[config.mk]
export PLATFORM = sky130hd
export DESIGN_NAME = udp_packet_reflector
export DESIGN_NICKNAME = d
export VERILOG_FILES = /design/src/udpr_pkg.sv /design/src/udp_packet_reflector.sv /design/src/udpr_rx.sv /design/src/udpr_jobq.sv /design/src/udpr_tx.sv
export SDC_FILE = /design/constraint.sdc
export NUM_CORES = 1
export LEC_CHECK = 0
export BUFFER_PORTS_ARGS = -buffer_cell sky130_fd_sc_hd__clkbuf_2
export CAP_MARGIN = 5
export CORE_MARGIN = 3
export CORE_UTILIZATION = 59
export CTS_BUF_LIST = sky130_fd_sc_hd__clkbuf_16
export CTS_CLUSTER_SIZE = 28
export DETAILED_ROUTE_END_ITERATION = 16
export PLACE_DENSITY = 0.76
export SLEW_MARGIN = 10
export SYNTH_ARGS = -nofsm -noshare
export SYNTH_HDL_FRONTEND = slang
export SYNTH_HIERARCHICAL = 1
export SYNTH_SLANG_ARGS = --single-unit
[constraint.sdc]
create_clock -name clk -period 7.4 [get_ports clk]
set_clock_uncertainty 0.15 [all_clocks]
set_input_delay 1.85 -clock clk [delete_from_list [all_inputs] [get_ports clk]]
set_output_delay 1.85 -clock clk [all_outputs]
set_load 0.02 [all_outputs]
[src/udpr_pkg.sv]
// Package for the UDP packet reflector: sizes, protocol constants, shared types
// and the reply text table.
// No dependencies.
`default_nettype none

package udpr_pkg;

  // Frame geometry.
  localparam int HDR_BYTES   = 42;
  localparam int REPLY_BYTES = 57;
  localparam int TEXT_BYTES  = 15;
  localparam int HDR_IDX_W   = 6;
  localparam int BANKS       = 2;
  localparam int MEM_DEPTH   = BANKS * HDR_BYTES;
  localparam int MEM_ADDR_W  = $clog2(MEM_DEPTH);

  // Defaults.
  localparam int          FRAME_LIMIT_DEF   = 2048;
  localparam logic [15:0] LISTEN_PORT_RESET = 16'd12345;

  // Protocol fields.
  localparam logic [15:0] ETHERTYPE_IPV4 = 16'h0800;
  localparam logic [7:0]  IP_PROTO_UDP   = 8'd17;
  localparam logic [15:0] REPLY_IP_LEN   = 16'd43;
  localparam logic [15:0] REPLY_UDP_LEN  = 16'd23;

  // Configuration port.
  localparam int          MAC_W           = 48;
  localparam int          CFG_IDX_W       = 8;
  localparam logic [CFG_IDX_W-1:0] CFG_OWN_MAC     = 8'd0;
  localparam logic [CFG_IDX_W-1:0] CFG_LISTEN_PORT = 8'd1;

  // Job queue between the receive and transmit sides.
  localparam int JOBQ_DEPTH = 2;
  localparam int JOBQ_CNT_W = $clog2(JOBQ_DEPTH + 1);

  // One write into the header buffer.
  typedef struct packed {
    logic                  en;
    logic [MEM_ADDR_W-1:0] addr;
    logic [7:0]            data;
  } hdr_wr_t;

  // One accepted frame waiting for its reply.
  typedef struct packed {
    logic        bank;
    logic [15:0] cksum;
  } job_t;

  // Fixed reply payload, one character per index.
  function automatic logic [7:0] reply_text(input logic [3:0] idx);
    logic [7:0] ch;
    case (idx)
      4'd0:    ch = "P";
      4'd1:    ch = "r";
      4'd2:    ch = "o";
      4'd3:    ch = "c";
      4'd4:    ch = "e";
      4'd5:    ch = "s";
      4'd6:    ch = "s";
      4'd7:    ch = "e";
      4'd8:    ch = "d";
      4'd9:    ch = " ";
      4'd10:   ch = "(";
      4'd11:   ch = "r";
      4'd12:   ch = "a";
      4'd13:   ch = "w";
      4'd14:   ch = ")";
      default: ch = 8'h00;
    endcase
    return ch;
  endfunction

endpackage

`default_nettype wire

[src/udp_packet_reflector.sv]
// UDP packet reflector, top level: configuration registers, receive side,
// job queue and transmit side.
// Depends on udpr_pkg, udpr_rx, udpr_jobq and udpr_tx.
//
// Frames arrive one byte per beat on s_axis; the first 42 bytes go into one
// of two header banks. A frame with IPv4 ethertype, UDP protocol, at least
// 42 bytes and destination port equal to listen_port is answered with a
// 57-byte reply on m_axis, one byte per cycle while m_axis_tready is high,
// after the job queue, sequencer, read stage and output register, when tx is
// idle. Input takes one byte per cycle while fewer than two replies are
// pending; with two replies pending (both header banks in use) s_axis_tready
// drops until the older reply has issued its last buffer read. No clearing
// pass is needed after reset. Configuration writes are taken every cycle.
`default_nettype none

module udp_packet_reflector #(
  parameter int FRAME_LIMIT = udpr_pkg::FRAME_LIMIT_DEF
) (
  input  wire logic                            clk,
  input  wire logic                            rst,
  input  wire logic                            s_axis_tvalid,
  output logic                                 s_axis_tready,
  input  wire logic [7:0]                      s_axis_tdata,   // in_byte
  input  wire logic                            s_axis_tlast,   // in_last
  output logic                                 m_axis_tvalid,
  input  wire logic                            m_axis_tready,
  output logic [7:0]                           m_axis_tdata,   // out_byte
  output logic                                 m_axis_tlast,   // out_last
  input  wire logic                            cfg_valid,
  output logic                                 cfg_ready,
  input  wire logic [udpr_pkg::CFG_IDX_W-1:0]  cfg_index,
  input  wire logic [udpr_pkg::MAC_W-1:0]      cfg_data
);

  logic [udpr_pkg::MAC_W-1:0]    own_mac;
  logic [15:0]                   listen_port;
  udpr_pkg::hdr_wr_t             hdr_wr;
  logic                          push;
  udpr_pkg::job_t                push_job;
  logic                          pop;
  logic                          head_valid;
  udpr_pkg::job_t                head_job;
  logic [udpr_pkg::JOBQ_CNT_W-1:0] q_count;
  logic                          tx_busy;
  logic [udpr_pkg::JOBQ_CNT_W-1:0] outstanding;

  assign cfg_ready   = 1'b1;
  assign outstanding = q_count + udpr_pkg::JOBQ_CNT_W'(tx_busy);

  // Configuration registers.
  always_ff @(posedge clk) begin
    if (rst) begin
      own_mac     <= '0;
      listen_port <= udpr_pkg::LISTEN_PORT_RESET;
    end else if (cfg_valid && cfg_ready) begin
      unique case (cfg_index)
        udpr_pkg::CFG_OWN_MAC:     own_mac     <= cfg_data;
        udpr_pkg::CFG_LISTEN_PORT: listen_port <= cfg_data[15:0];
        default:                   ;
      endcase
    end
  end

  udpr_rx #(
    .FRAME_LIMIT (FRAME_LIMIT)
  ) u_rx (
    .clk           (clk),
    .rst           (rst),
    .s_axis_tvalid (s_axis_tvalid),
    .s_axis_tready (s_axis_tready),
    .s_axis_tdata  (s_axis_tdata),
    .s_axis_tlast  (s_axis_tlast),
    .listen_port   (listen_port),
    .outstanding   (outstanding),
    .hdr_wr        (hdr_wr),
    .push          (push),
    .push_job      (push_job)
  );

  udpr_jobq u_jobq (
    .clk        (clk),
    .rst        (rst),
    .push       (push),
    .push_job   (push_job),
    .pop        (pop),
    .head_valid (head_valid),
    .head_job   (head_job),
    .count      (q_count)
  );

  udpr_tx u_tx (
    .clk           (clk),
    .rst           (rst),
    .hdr_wr        (hdr_wr),
    .job_valid     (head_valid),
    .job           (head_job),
    .pop           (pop),
    .busy          (tx_busy),
    .own_mac       (own_mac),
    .m_axis_tvalid (m_axis_tvalid),
    .m_axis_tready (m_axis_tready),
    .m_axis_tdata  (m_axis_tdata),
    .m_axis_tlast  (m_axis_tlast)
  );

endmodule

`default_nettype wire

[src/udpr_rx.sv]
// Receive side of the UDP packet reflector: counts frame bytes, writes the
// header into the transmit buffer, checks the frame and queues a reply job.
// Depends on udpr_pkg.
`default_nettype none

module udpr_rx #(
  parameter int FRAME_LIMIT = udpr_pkg::FRAME_LIMIT_DEF
) (
  input  wire logic                              clk,
  input  wire logic                              rst,
  input  wire logic                              s_axis_tvalid,
  output logic                                   s_axis_tready,
  input  wire logic [7:0]                        s_axis_tdata,   // in_byte
  input  wire logic                              s_axis_tlast,
  input  wire logic [15:0]                       listen_port,
  input  wire logic [udpr_pkg::JOBQ_CNT_W-1:0]   outstanding,
  output udpr_pkg::hdr_wr_t                      hdr_wr,
  output logic                                   push,
  output udpr_pkg::job_t                         push_job
);

  localparam int CNT_W = $clog2(FRAME_LIMIT + 1);

  logic [CNT_W-1:0] byte_count;
  logic [CNT_W-1:0] byte_count_next;
  logic             wr_bank;
  logic [7:0]       ethertype_hi;
  logic [7:0]       ethertype_lo;
  logic [7:0]       ip_proto;
  logic [7:0]       dport_hi;
  logic [7:0]       dport_lo;
  logic [19:0]      ck_acc;
  logic [19:0]      ck_acc_next;
  logic [15:0]      ck_word;
  logic [19:0]      ck_sum;
  logic [16:0]      ck_fold1;
  logic [15:0]      ck_fold2;
  logic             accept;
  logic             in_hdr;
  logic [udpr_pkg::HDR_IDX_W-1:0] idx;
  logic             pass;

  assign s_axis_tready = outstanding < udpr_pkg::JOBQ_CNT_W'(udpr_pkg::JOBQ_DEPTH);
  assign accept        = s_axis_tvalid && s_axis_tready;
  assign in_hdr        = byte_count < CNT_W'(udpr_pkg::HDR_BYTES);
  assign idx           = byte_count[udpr_pkg::HDR_IDX_W-1:0];

  // Saturating byte counter.
  always_comb begin
    if (byte_count < CNT_W'(FRAME_LIMIT)) begin
      byte_count_next = byte_count + CNT_W'(1);
    end else begin
      byte_count_next = byte_count;
    end
  end

  // Header bytes go into the current bank of the transmit buffer.
  always_comb begin
    hdr_wr.en   = accept && in_hdr;
    hdr_wr.data = s_axis_tdata;
    if (wr_bank) begin
      hdr_wr.addr = udpr_pkg::MEM_ADDR_W'(udpr_pkg::HDR_BYTES) + udpr_pkg::MEM_ADDR_W'(idx);
    end else begin
      hdr_wr.addr = udpr_pkg::MEM_ADDR_W'(idx);
    end
  end

  // Bytes of the reply IP header that enter its checksum. Swapped addresses
  // leave the sum unchanged; length and checksum words are constants.
  always_comb begin
    ck_word = 16'h0000;
    if (in_hdr) begin
      case (idx) inside
        [6'd14:6'd15], [6'd18:6'd23], [6'd26:6'd33]: begin
          if (idx[0]) begin
            ck_word = {8'h00, s_axis_tdata};
          end else begin
            ck_word = {s_axis_tdata, 8'h00};
          end
        end
        default: ck_word = 16'h0000;
      endcase
    end
    if (byte_count == '0) begin
      ck_acc_next = 20'(ck_word);
    end else begin
      ck_acc_next = ck_acc + 20'(ck_word);
    end
  end

  // Ones-complement fold of the running sum plus the fixed total length.
  always_comb begin
    ck_sum   = ck_acc + 20'(udpr_pkg::REPLY_IP_LEN);
    ck_fold1 = 17'(ck_sum[15:0]) + 17'(ck_sum[19:16]);
    ck_fold2 = ck_fold1[15:0] + 16'(ck_fold1[16]);
  end

  // Frame check at the last beat.
  always_comb begin
    pass = (byte_count_next >= CNT_W'(udpr_pkg::HDR_BYTES))
        && ({ethertype_hi, ethertype_lo} == udpr_pkg::ETHERTYPE_IPV4)
        && (ip_proto == udpr_pkg::IP_PROTO_UDP)
        && ({dport_hi, dport_lo} == listen_port);
    push           = accept && s_axis_tlast && pass;
    push_job.bank  = wr_bank;
    push_job.cksum = ~ck_fold2;
  end

  // Counter, bank select and the fields the check needs.
  always_ff @(posedge clk) begin
    if (rst) begin
      byte_count <= '0;
      wr_bank    <= 1'b0;
    end else if (accept) begin
      if (s_axis_tlast) begin
        byte_count <= '0;
      end else begin
        byte_count <= byte_count_next;
      end
      if (push) begin
        wr_bank <= ~wr_bank;
      end
    end
  end

  always_ff @(posedge clk) begin
    if (accept) begin
      ck_acc <= ck_acc_next;
      if (in_hdr) begin
        case (idx)
          6'd12:   ethertype_hi <= s_axis_tdata;
          6'd13:   ethertype_lo <= s_axis_tdata;
          6'd23:   ip_proto     <= s_axis_tdata;
          6'd36:   dport_hi     <= s_axis_tdata;
          6'd37:   dport_lo     <= s_axis_tdata;
          default: ;
        endcase
      end
    end
  end

endmodule

`default_nettype wire

[src/udpr_jobq.sv]
// Two-entry job queue between the receive and transmit sides of the
// UDP packet reflector.
// Depends on udpr_pkg.
`default_nettype none

module udpr_jobq (
  input  wire logic                            clk,
  input  wire logic                            rst,
  input  wire logic                            push,
  input  udpr_pkg::job_t                       push_job,
  input  wire logic                            pop,
  output logic                                 head_valid,
  output udpr_pkg::job_t                       head_job,
  output logic [udpr_pkg::JOBQ_CNT_W-1:0]      count
);

  localparam int PTR_W = $clog2(udpr_pkg::JOBQ_DEPTH);

  udpr_pkg::job_t   entries [udpr_pkg::JOBQ_DEPTH];
  logic [PTR_W-1:0] wr_ptr;
  logic [PTR_W-1:0] rd_ptr;

  assign head_valid = count != '0;
  assign head_job   = entries[rd_ptr];

  // Pointers and fill count.
  always_ff @(posedge clk) begin
    if (rst) begin
      wr_ptr <= '0;
      rd_ptr <= '0;
      count  <= '0;
    end else begin
      if (push) begin
        wr_ptr <= wr_ptr + PTR_W'(1);
      end
      if (pop) begin
        rd_ptr <= rd_ptr + PTR_W'(1);
      end
      if (push && !pop) begin
        count <= count + udpr_pkg::JOBQ_CNT_W'(1);
      end else if (pop && !push) begin
        count <= count - udpr_pkg::JOBQ_CNT_W'(1);
      end
    end
  end

  // Entry storage.
  always_ff @(posedge clk) begin
    if (push) begin
      entries[wr_ptr] <= push_job;
    end
  end

`ifndef SYNTHESIS
  jobq_no_overflow: assert property (@(posedge clk) disable iff (rst)
    push |-> (count < udpr_pkg::JOBQ_CNT_W'(udpr_pkg::JOBQ_DEPTH)) || pop)
    else $error("job queue written while full");
  jobq_no_underflow: assert property (@(posedge clk) disable iff (rst)
    pop |-> head_valid)
    else $error("job queue read while empty");
`endif

endmodule

`default_nettype wire

[src/udpr_tx.sv]
// Transmit side of the UDP packet reflector: holds the two-bank header buffer
// and streams the 57-byte reply for each queued job.
// Depends on udpr_pkg.
`default_nettype none

module udpr_tx (
  input  wire logic                        clk,
  input  wire logic                        rst,
  input  udpr_pkg::hdr_wr_t                hdr_wr,
  input  wire logic                        job_valid,
  input  udpr_pkg::job_t                   job,
  output logic                             pop,
  output logic                             busy,
  input  wire logic [udpr_pkg::MAC_W-1:0]  own_mac,
  output logic                             m_axis_tvalid,
  input  wire logic                        m_axis_tready,
  output logic [7:0]                       m_axis_tdata,   // out_byte
  output logic                             m_axis_tlast
);

  localparam logic [udpr_pkg::HDR_IDX_W-1:0] LAST_IDX =
    udpr_pkg::HDR_IDX_W'(udpr_pkg::REPLY_BYTES - 1);

  logic [7:0]                      hdr_mem [udpr_pkg::MEM_DEPTH];
  logic [udpr_pkg::HDR_IDX_W-1:0]  idx;
  logic                            cur_bank;
  logic [15:0]                     cur_ck;
  logic [udpr_pkg::HDR_IDX_W-1:0]  src_idx;
  logic [udpr_pkg::MEM_ADDR_W-1:0] rd_addr;
  logic [7:0]                      rd_data;
  logic                            a_valid;
  logic [udpr_pkg::HDR_IDX_W-1:0]  a_idx;
  logic [2:0]                      mac_sel;
  logic [udpr_pkg::HDR_IDX_W-1:0]  mac_off;
  logic [7:0]                      reply_byte;
  logic                            o_load;
  logic                            issue;

  assign pop    = !busy && job_valid;
  assign o_load = !m_axis_tvalid || m_axis_tready;
  assign issue  = busy && (!a_valid || o_load);

  // Header byte that feeds each reply byte.
  always_comb begin
    case (idx) inside
      [6'd0:6'd5]:   src_idx = idx + 6'd6;
      [6'd12:6'd41]: src_idx = idx;
      default:       src_idx = '0;
    endcase
    case (idx) inside
      [6'd26:6'd29]: src_idx = idx + 6'd4;
      [6'd30:6'd33]: src_idx = idx - 6'd4;
      [6'd34:6'd35]: src_idx = idx + 6'd2;
      [6'd36:6'd37]: src_idx = idx - 6'd2;
      default:       ;
    endcase
    if (cur_bank) begin
      rd_addr = udpr_pkg::MEM_ADDR_W'(udpr_pkg::HDR_BYTES) + udpr_pkg::MEM_ADDR_W'(src_idx);
    end else begin
      rd_addr = udpr_pkg::MEM_ADDR_W'(src_idx);
    end
  end

  // Header buffer: one write port from the receive side, one registered read.
  always_ff @(posedge clk) begin
    if (hdr_wr.en) begin
      hdr_mem[hdr_wr.addr] <= hdr_wr.data;
    end
    if (issue) begin
      rd_data <= hdr_mem[rd_addr];
    end
  end

  // Reply sequencer: one read issued per beat while the pipeline can move.
  always_ff @(posedge clk) begin
    if (rst) begin
      busy    <= 1'b0;
      a_valid <= 1'b0;
    end else begin
      if (pop) begin
        busy <= 1'b1;
      end else if (issue && idx == LAST_IDX) begin
        busy <= 1'b0;
      end
      if (issue) begin
        a_valid <= 1'b1;
      end else if (o_load) begin
        a_valid <= 1'b0;
      end
    end
  end

  always_ff @(posedge clk) begin
    if (pop) begin
      idx      <= '0;
      cur_bank <= job.bank;
      cur_ck   <= job.cksum;
    end else if (issue) begin
      idx <= idx + 6'd1;
    end
    if (issue) begin
      a_idx <= idx;
    end
  end

  // Reply byte from the read data, the own address, the checksum or a constant.
  always_comb begin
    mac_off = 6'd11 - a_idx;
    mac_sel = mac_off[2:0];
    case (a_idx) inside
      [6'd6:6'd11]:  reply_byte = own_mac[{mac_sel, 3'b000} +: 8];
      6'd16:         reply_byte = udpr_pkg::REPLY_IP_LEN[15:8];
      6'd17:         reply_byte = udpr_pkg::REPLY_IP_LEN[7:0];
      6'd24:         reply_byte = cur_ck[15:8];
      6'd25:         reply_byte = cur_ck[7:0];
      6'd38:         reply_byte = udpr_pkg::REPLY_UDP_LEN[15:8];
      6'd39:         reply_byte = udpr_pkg::REPLY_UDP_LEN[7:0];
      [6'd40:6'd41]: reply_byte = 8'h00;
      [6'd42:6'd56]: reply_byte = udpr_pkg::reply_text(4'(a_idx - 6'd42));
      default:       reply_byte = rd_data;
    endcase
  end

  // Output register.
  always_ff @(posedge clk) begin
    if (rst) begin
      m_axis_tvalid <= 1'b0;
    end else if (o_load) begin
      m_axis_tvalid <= a_valid;
    end
  end

  always_ff @(posedge clk) begin
    if (o_load && a_valid) begin
      m_axis_tdata <= reply_byte;
      m_axis_tlast <= a_idx == LAST_IDX;
    end
  end

`ifndef SYNTHESIS
  tx_stage_hold: assert property (@(posedge clk) disable iff (rst)
    a_valid && !o_load |=> a_valid && $stable(a_idx))
    else $error("read stage lost its beat under back-pressure");
  tx_done_after_last: assert property (@(posedge clk) disable iff (rst)
    issue && idx == LAST_IDX |=> !busy)
    else $error("sequencer ran past the final reply byte");
  tx_idx_in_range: assert property (@(posedge clk) disable iff (rst)
    busy |-> idx <= LAST_IDX)
    else $error("reply index out of range");
  tx_pop_idle: assert property (@(posedge clk) disable iff (rst)
    pop |=> busy && idx == '0)
    else $error("job taken without starting a reply");
`endif

endmodule

`default_nettype wire
==> run metrics <==
outcome finished, final reports clean; I/O pins between 80 and 90; area delta synth->final 10.0%; Root Driver clkbuf_16; post-synthesis sequential area ratio 65.0%; post-DP HPWL 63.1 mm; sw power 6.18 mW; clk_lat worst skew 0.64 ns; 1st-iter DRT viols about 3300; Reg power frac roughly 36%; Clk pin slew, worst setup/hold paths approximately 0.06 ns; synth warn 6; largest net degree at the start of global routing between 100 and 150; Mapped Nets 3246; Starting Density 60.3%; CP endpoint kind register; ys flop type edfxtp_1; CP top delay family compound AO/OA/AOI/OAI gates; vias in the first global route 25600; Tightest Pin Transition 1.25 ns; Synth cell types 87; cell chain of the critical path inv_1 -> ha_1 -> nor3b_1 -> a211oi_1 -> a311o_1 -> o31ai_2 -> inv_1 -> ha_1 -> nand2_1 -> o21ai_4 -> buf_4 -> nor3_1 -> buf_4 -> a22oi_1 -> nand4_1 -> a21oi_1 -> nor4_2; fmax 0.173 GHz; # nets final 3266; CTS hold repair buffers 0; worst vdd ir 0.378 mV; die height 267 um; PD cells 375 nW/um^2; worst r2r dst u_tx/rd_data[2]$_DFFE_PP_; RSZ-0062 raised after global routing no; Synth area leader edfxtp_1; Via-to-Cell Ratio about 6.5; Worst R2R Start u_tx/idx[1]$_SDFFE_PP0P_; layout cell share with drive strength beyond 1 12.5%; H-tree lvl count 3; Synth async-reset ratio 0%; DRC viols 0; post-CTS sizing 0; crit path launch u_tx/idx[1]$_SDFFE_PP0P_; GR peak layer met2; Post-synth EDFFs 806; Final Hold Viols 0; hold path endpoint own_mac[46]$_SDFFE_PP0P_; setup total negative slack 0 ns; maxcap violations 0; Synth Area per Inst 12.8 um^2; CP max FO 46; Synth Instances 3119; Die X 267 um; Post-Route WL 101 mm; internal power 10.3 mW; area of the die 71000 um^2; Routability Congestion approximately 0.89; worst hold path stage count 2; final antenna-violating net count 0; Hold Worst Slack 0.318 ns; global-route wire length before repair 154 mm; Num Clock Sinks roughly 900; Pins Over Slew Limit 0; total CTS buffers 89; CTS tree yes; met1 Use GR between 40% and 50%; number of port buffers 80; initial antenna violation count 1; met3 usage 5.41%; total iterations of the first detailed-routing run 8; Antenna diodes 0; Final min period 5.77 ns; register bit total from synthesis approximately 900; setup bufs post-CTS 0; CP required between 7 and 8 ns; Period Utilization, post-route 78.0%; slowest stage cell, crit path dfxtp_1; top cells by area, synth edfxtp_1 (60%), dfxtp_1 (4.5%), nand2_1 (4.4%); Core Area about 66000 um^2; Synth top area share 60.4%; setup ws final 1.63 ns; Global Route Usage Sum 28.5%; critical path type register to register; M2 GR Usage 45.0%; Remaining Overflow, GRT 0; Rows 94; pre-CTS WS 1.74 ns; Critical Path Source Type register; Rel. slew slack 16.1%; DR vias 26500; Hold WC Path Type register to register; Clock Path Buffers 3; min-delay src own_mac[46]$_SDFFE_PP0P_; net switching fraction of the power 37.4%; Logic pwr share between 30 and 40%; Reg2Reg Depth 17; clock network power share a little over a quarter; Post-Syn Area 40100 um^2; CP peak stage delay 0.63 ns; wire per inst roughly 25 um; Setup violations, final 0; reg2reg setup slack 1.63 ns; LEAKAGE 15.1 nW; worst path bufs/invs 4; Worst EP arrival ~6 ns
[worst max path at each step]
stage	end	slack, ns	cells after the start
floorplan	u_jobq/entries[0][15]$_DFFE_PP_	2.52	22
global placement	u_tx/rd_data[2]$_DFFE_PP_	1.52	16
detailed placement	u_tx/rd_data[4]$_DFFE_PP_	1.74	16
CTS	u_tx/rd_data[4]$_DFFE_PP_	1.70	16
global route	u_jobq/entries[1][15]$_DFFE_PP_	1.21	22
finish	u_tx/rd_data[2]$_DFFE_PP_	1.63	17
[power by group through the flow]
stage	Clock (mW)	Sequential (mW)	Combinational (mW)
after CTS	4.59	5.97	5.90
after global routing	4.78	5.99	6.40
after floorplan	0	5.96	3.98
final	4.52	5.98	6.03
after global placement	0	6.07	5.78
after detailed placement	0	6.08	5.87
[layer usage]
| metal | vias up | part of all wire, % |
|---|---|---|
| li1 | 11800 | - |
| met1 | 13200 | 41 |
| met3 | 213 | 9.5 |
| met2 | 1349 | 47 |
| met5 | - | 0 |
| met4 | 0 | 2.7 |
[Yosys cell counts, types with 24 or more instances]
cell / number
dfxtp_1: 91
xnor2_1: 47
nand2_1: 473
xor2_1: 35
nor2_1: 192
inv_1: 44
a311oi_1: 26
a22oi_1: 24
mux2_2: 27
ha_1: 55
o31ai_1: 48
mux4_2: 70
and3_1: 42
clkbuf_1: 111
nand3_1: 246
o21ai_0: 57
edfxtp_1: 806
a211oi_1: 32
nand2b_1: 43
a21oi_1: 125
buf_2: 57
nor2b_1: 26
nor3_1: 49
nand4b_1: 45
mux2i_1: 58
[cells in the final DEF (no fill, tap or decap), drive strengths merged, types with 66 or more instances in the layout]
| cell type | n |
|---|---|
| dfxtp | 91 |
| mux4 | 70 |
| nor2 | 192 |
| edfxtp | 806 |
| inv | 69 |
| o21ai | 66 |
| clkbuf | 160 |
| nand3 | 248 |
| a21oi | 126 |
| nand2 | 473 |
[worst min-delay path, delay by kind of cell, from the launching register on]
| kind | cells | cell delay (ns) |
|---|---|---|
| AOI/OAI and AO/OA | 2 | 0.12 |
| DFF | 1 | 0.31 |
[final cells by class]
cell class	instances	area, um^2
fill	4636	22400
tap	864	1080
clock buffer	89	2230
inverter	44	165
sequential	897	26000
multi-input combinational	1979	13000
clock inverter	75	707
timing repair buffer	128	827
[through the flow]
step                      util (%)  power [mW]  cell area [um^2]  cells
after global placement        61.9        11.9             41100   3911
final                         66.3        16.5             44100   4076
after detailed placement      61.9        11.9             41100   3912
after global routing          66.3        17.2             44100   4076
after CTS                     66.3        16.5             44100   4076
after floorplan                  -        9.94             40100   3119
[cell families (layout without fill, tap and decap cells)]
| kind of cell | after synthesis | after routing | synth area share [%] |
|---|---|---|---|
| AO/OA/AOI/OAI | 455 | 455 | 7.72 |
| XOR/XNOR | 83 | 83 | 1.83 |
| adder cells (fa/ha/maj) | 57 | 57 | 1.82 |
| buffers and inverters | 243 | 336 | 2.75 |
| flip-flops | 897 | 897 | 65.0 |
| multiplexers | 155 | 155 | 6.14 |
| other | 1 | 1 | 0.00936 |
| AND/OR/NAND/NOR | 1228 | 1228 | 14.7 |
[registers in the layout, summed over array words and instances (netlist names), 12 cells and up, named ones only]
register	cells
u_jobq/entries	34
listen_port	16
u_rx/ck_acc	20
u_rx/byte_count	12
own_mac	48
u_tx/hdr_mem	672
u_tx/cur_ck	16
Power figures use the tool's default switching activity.
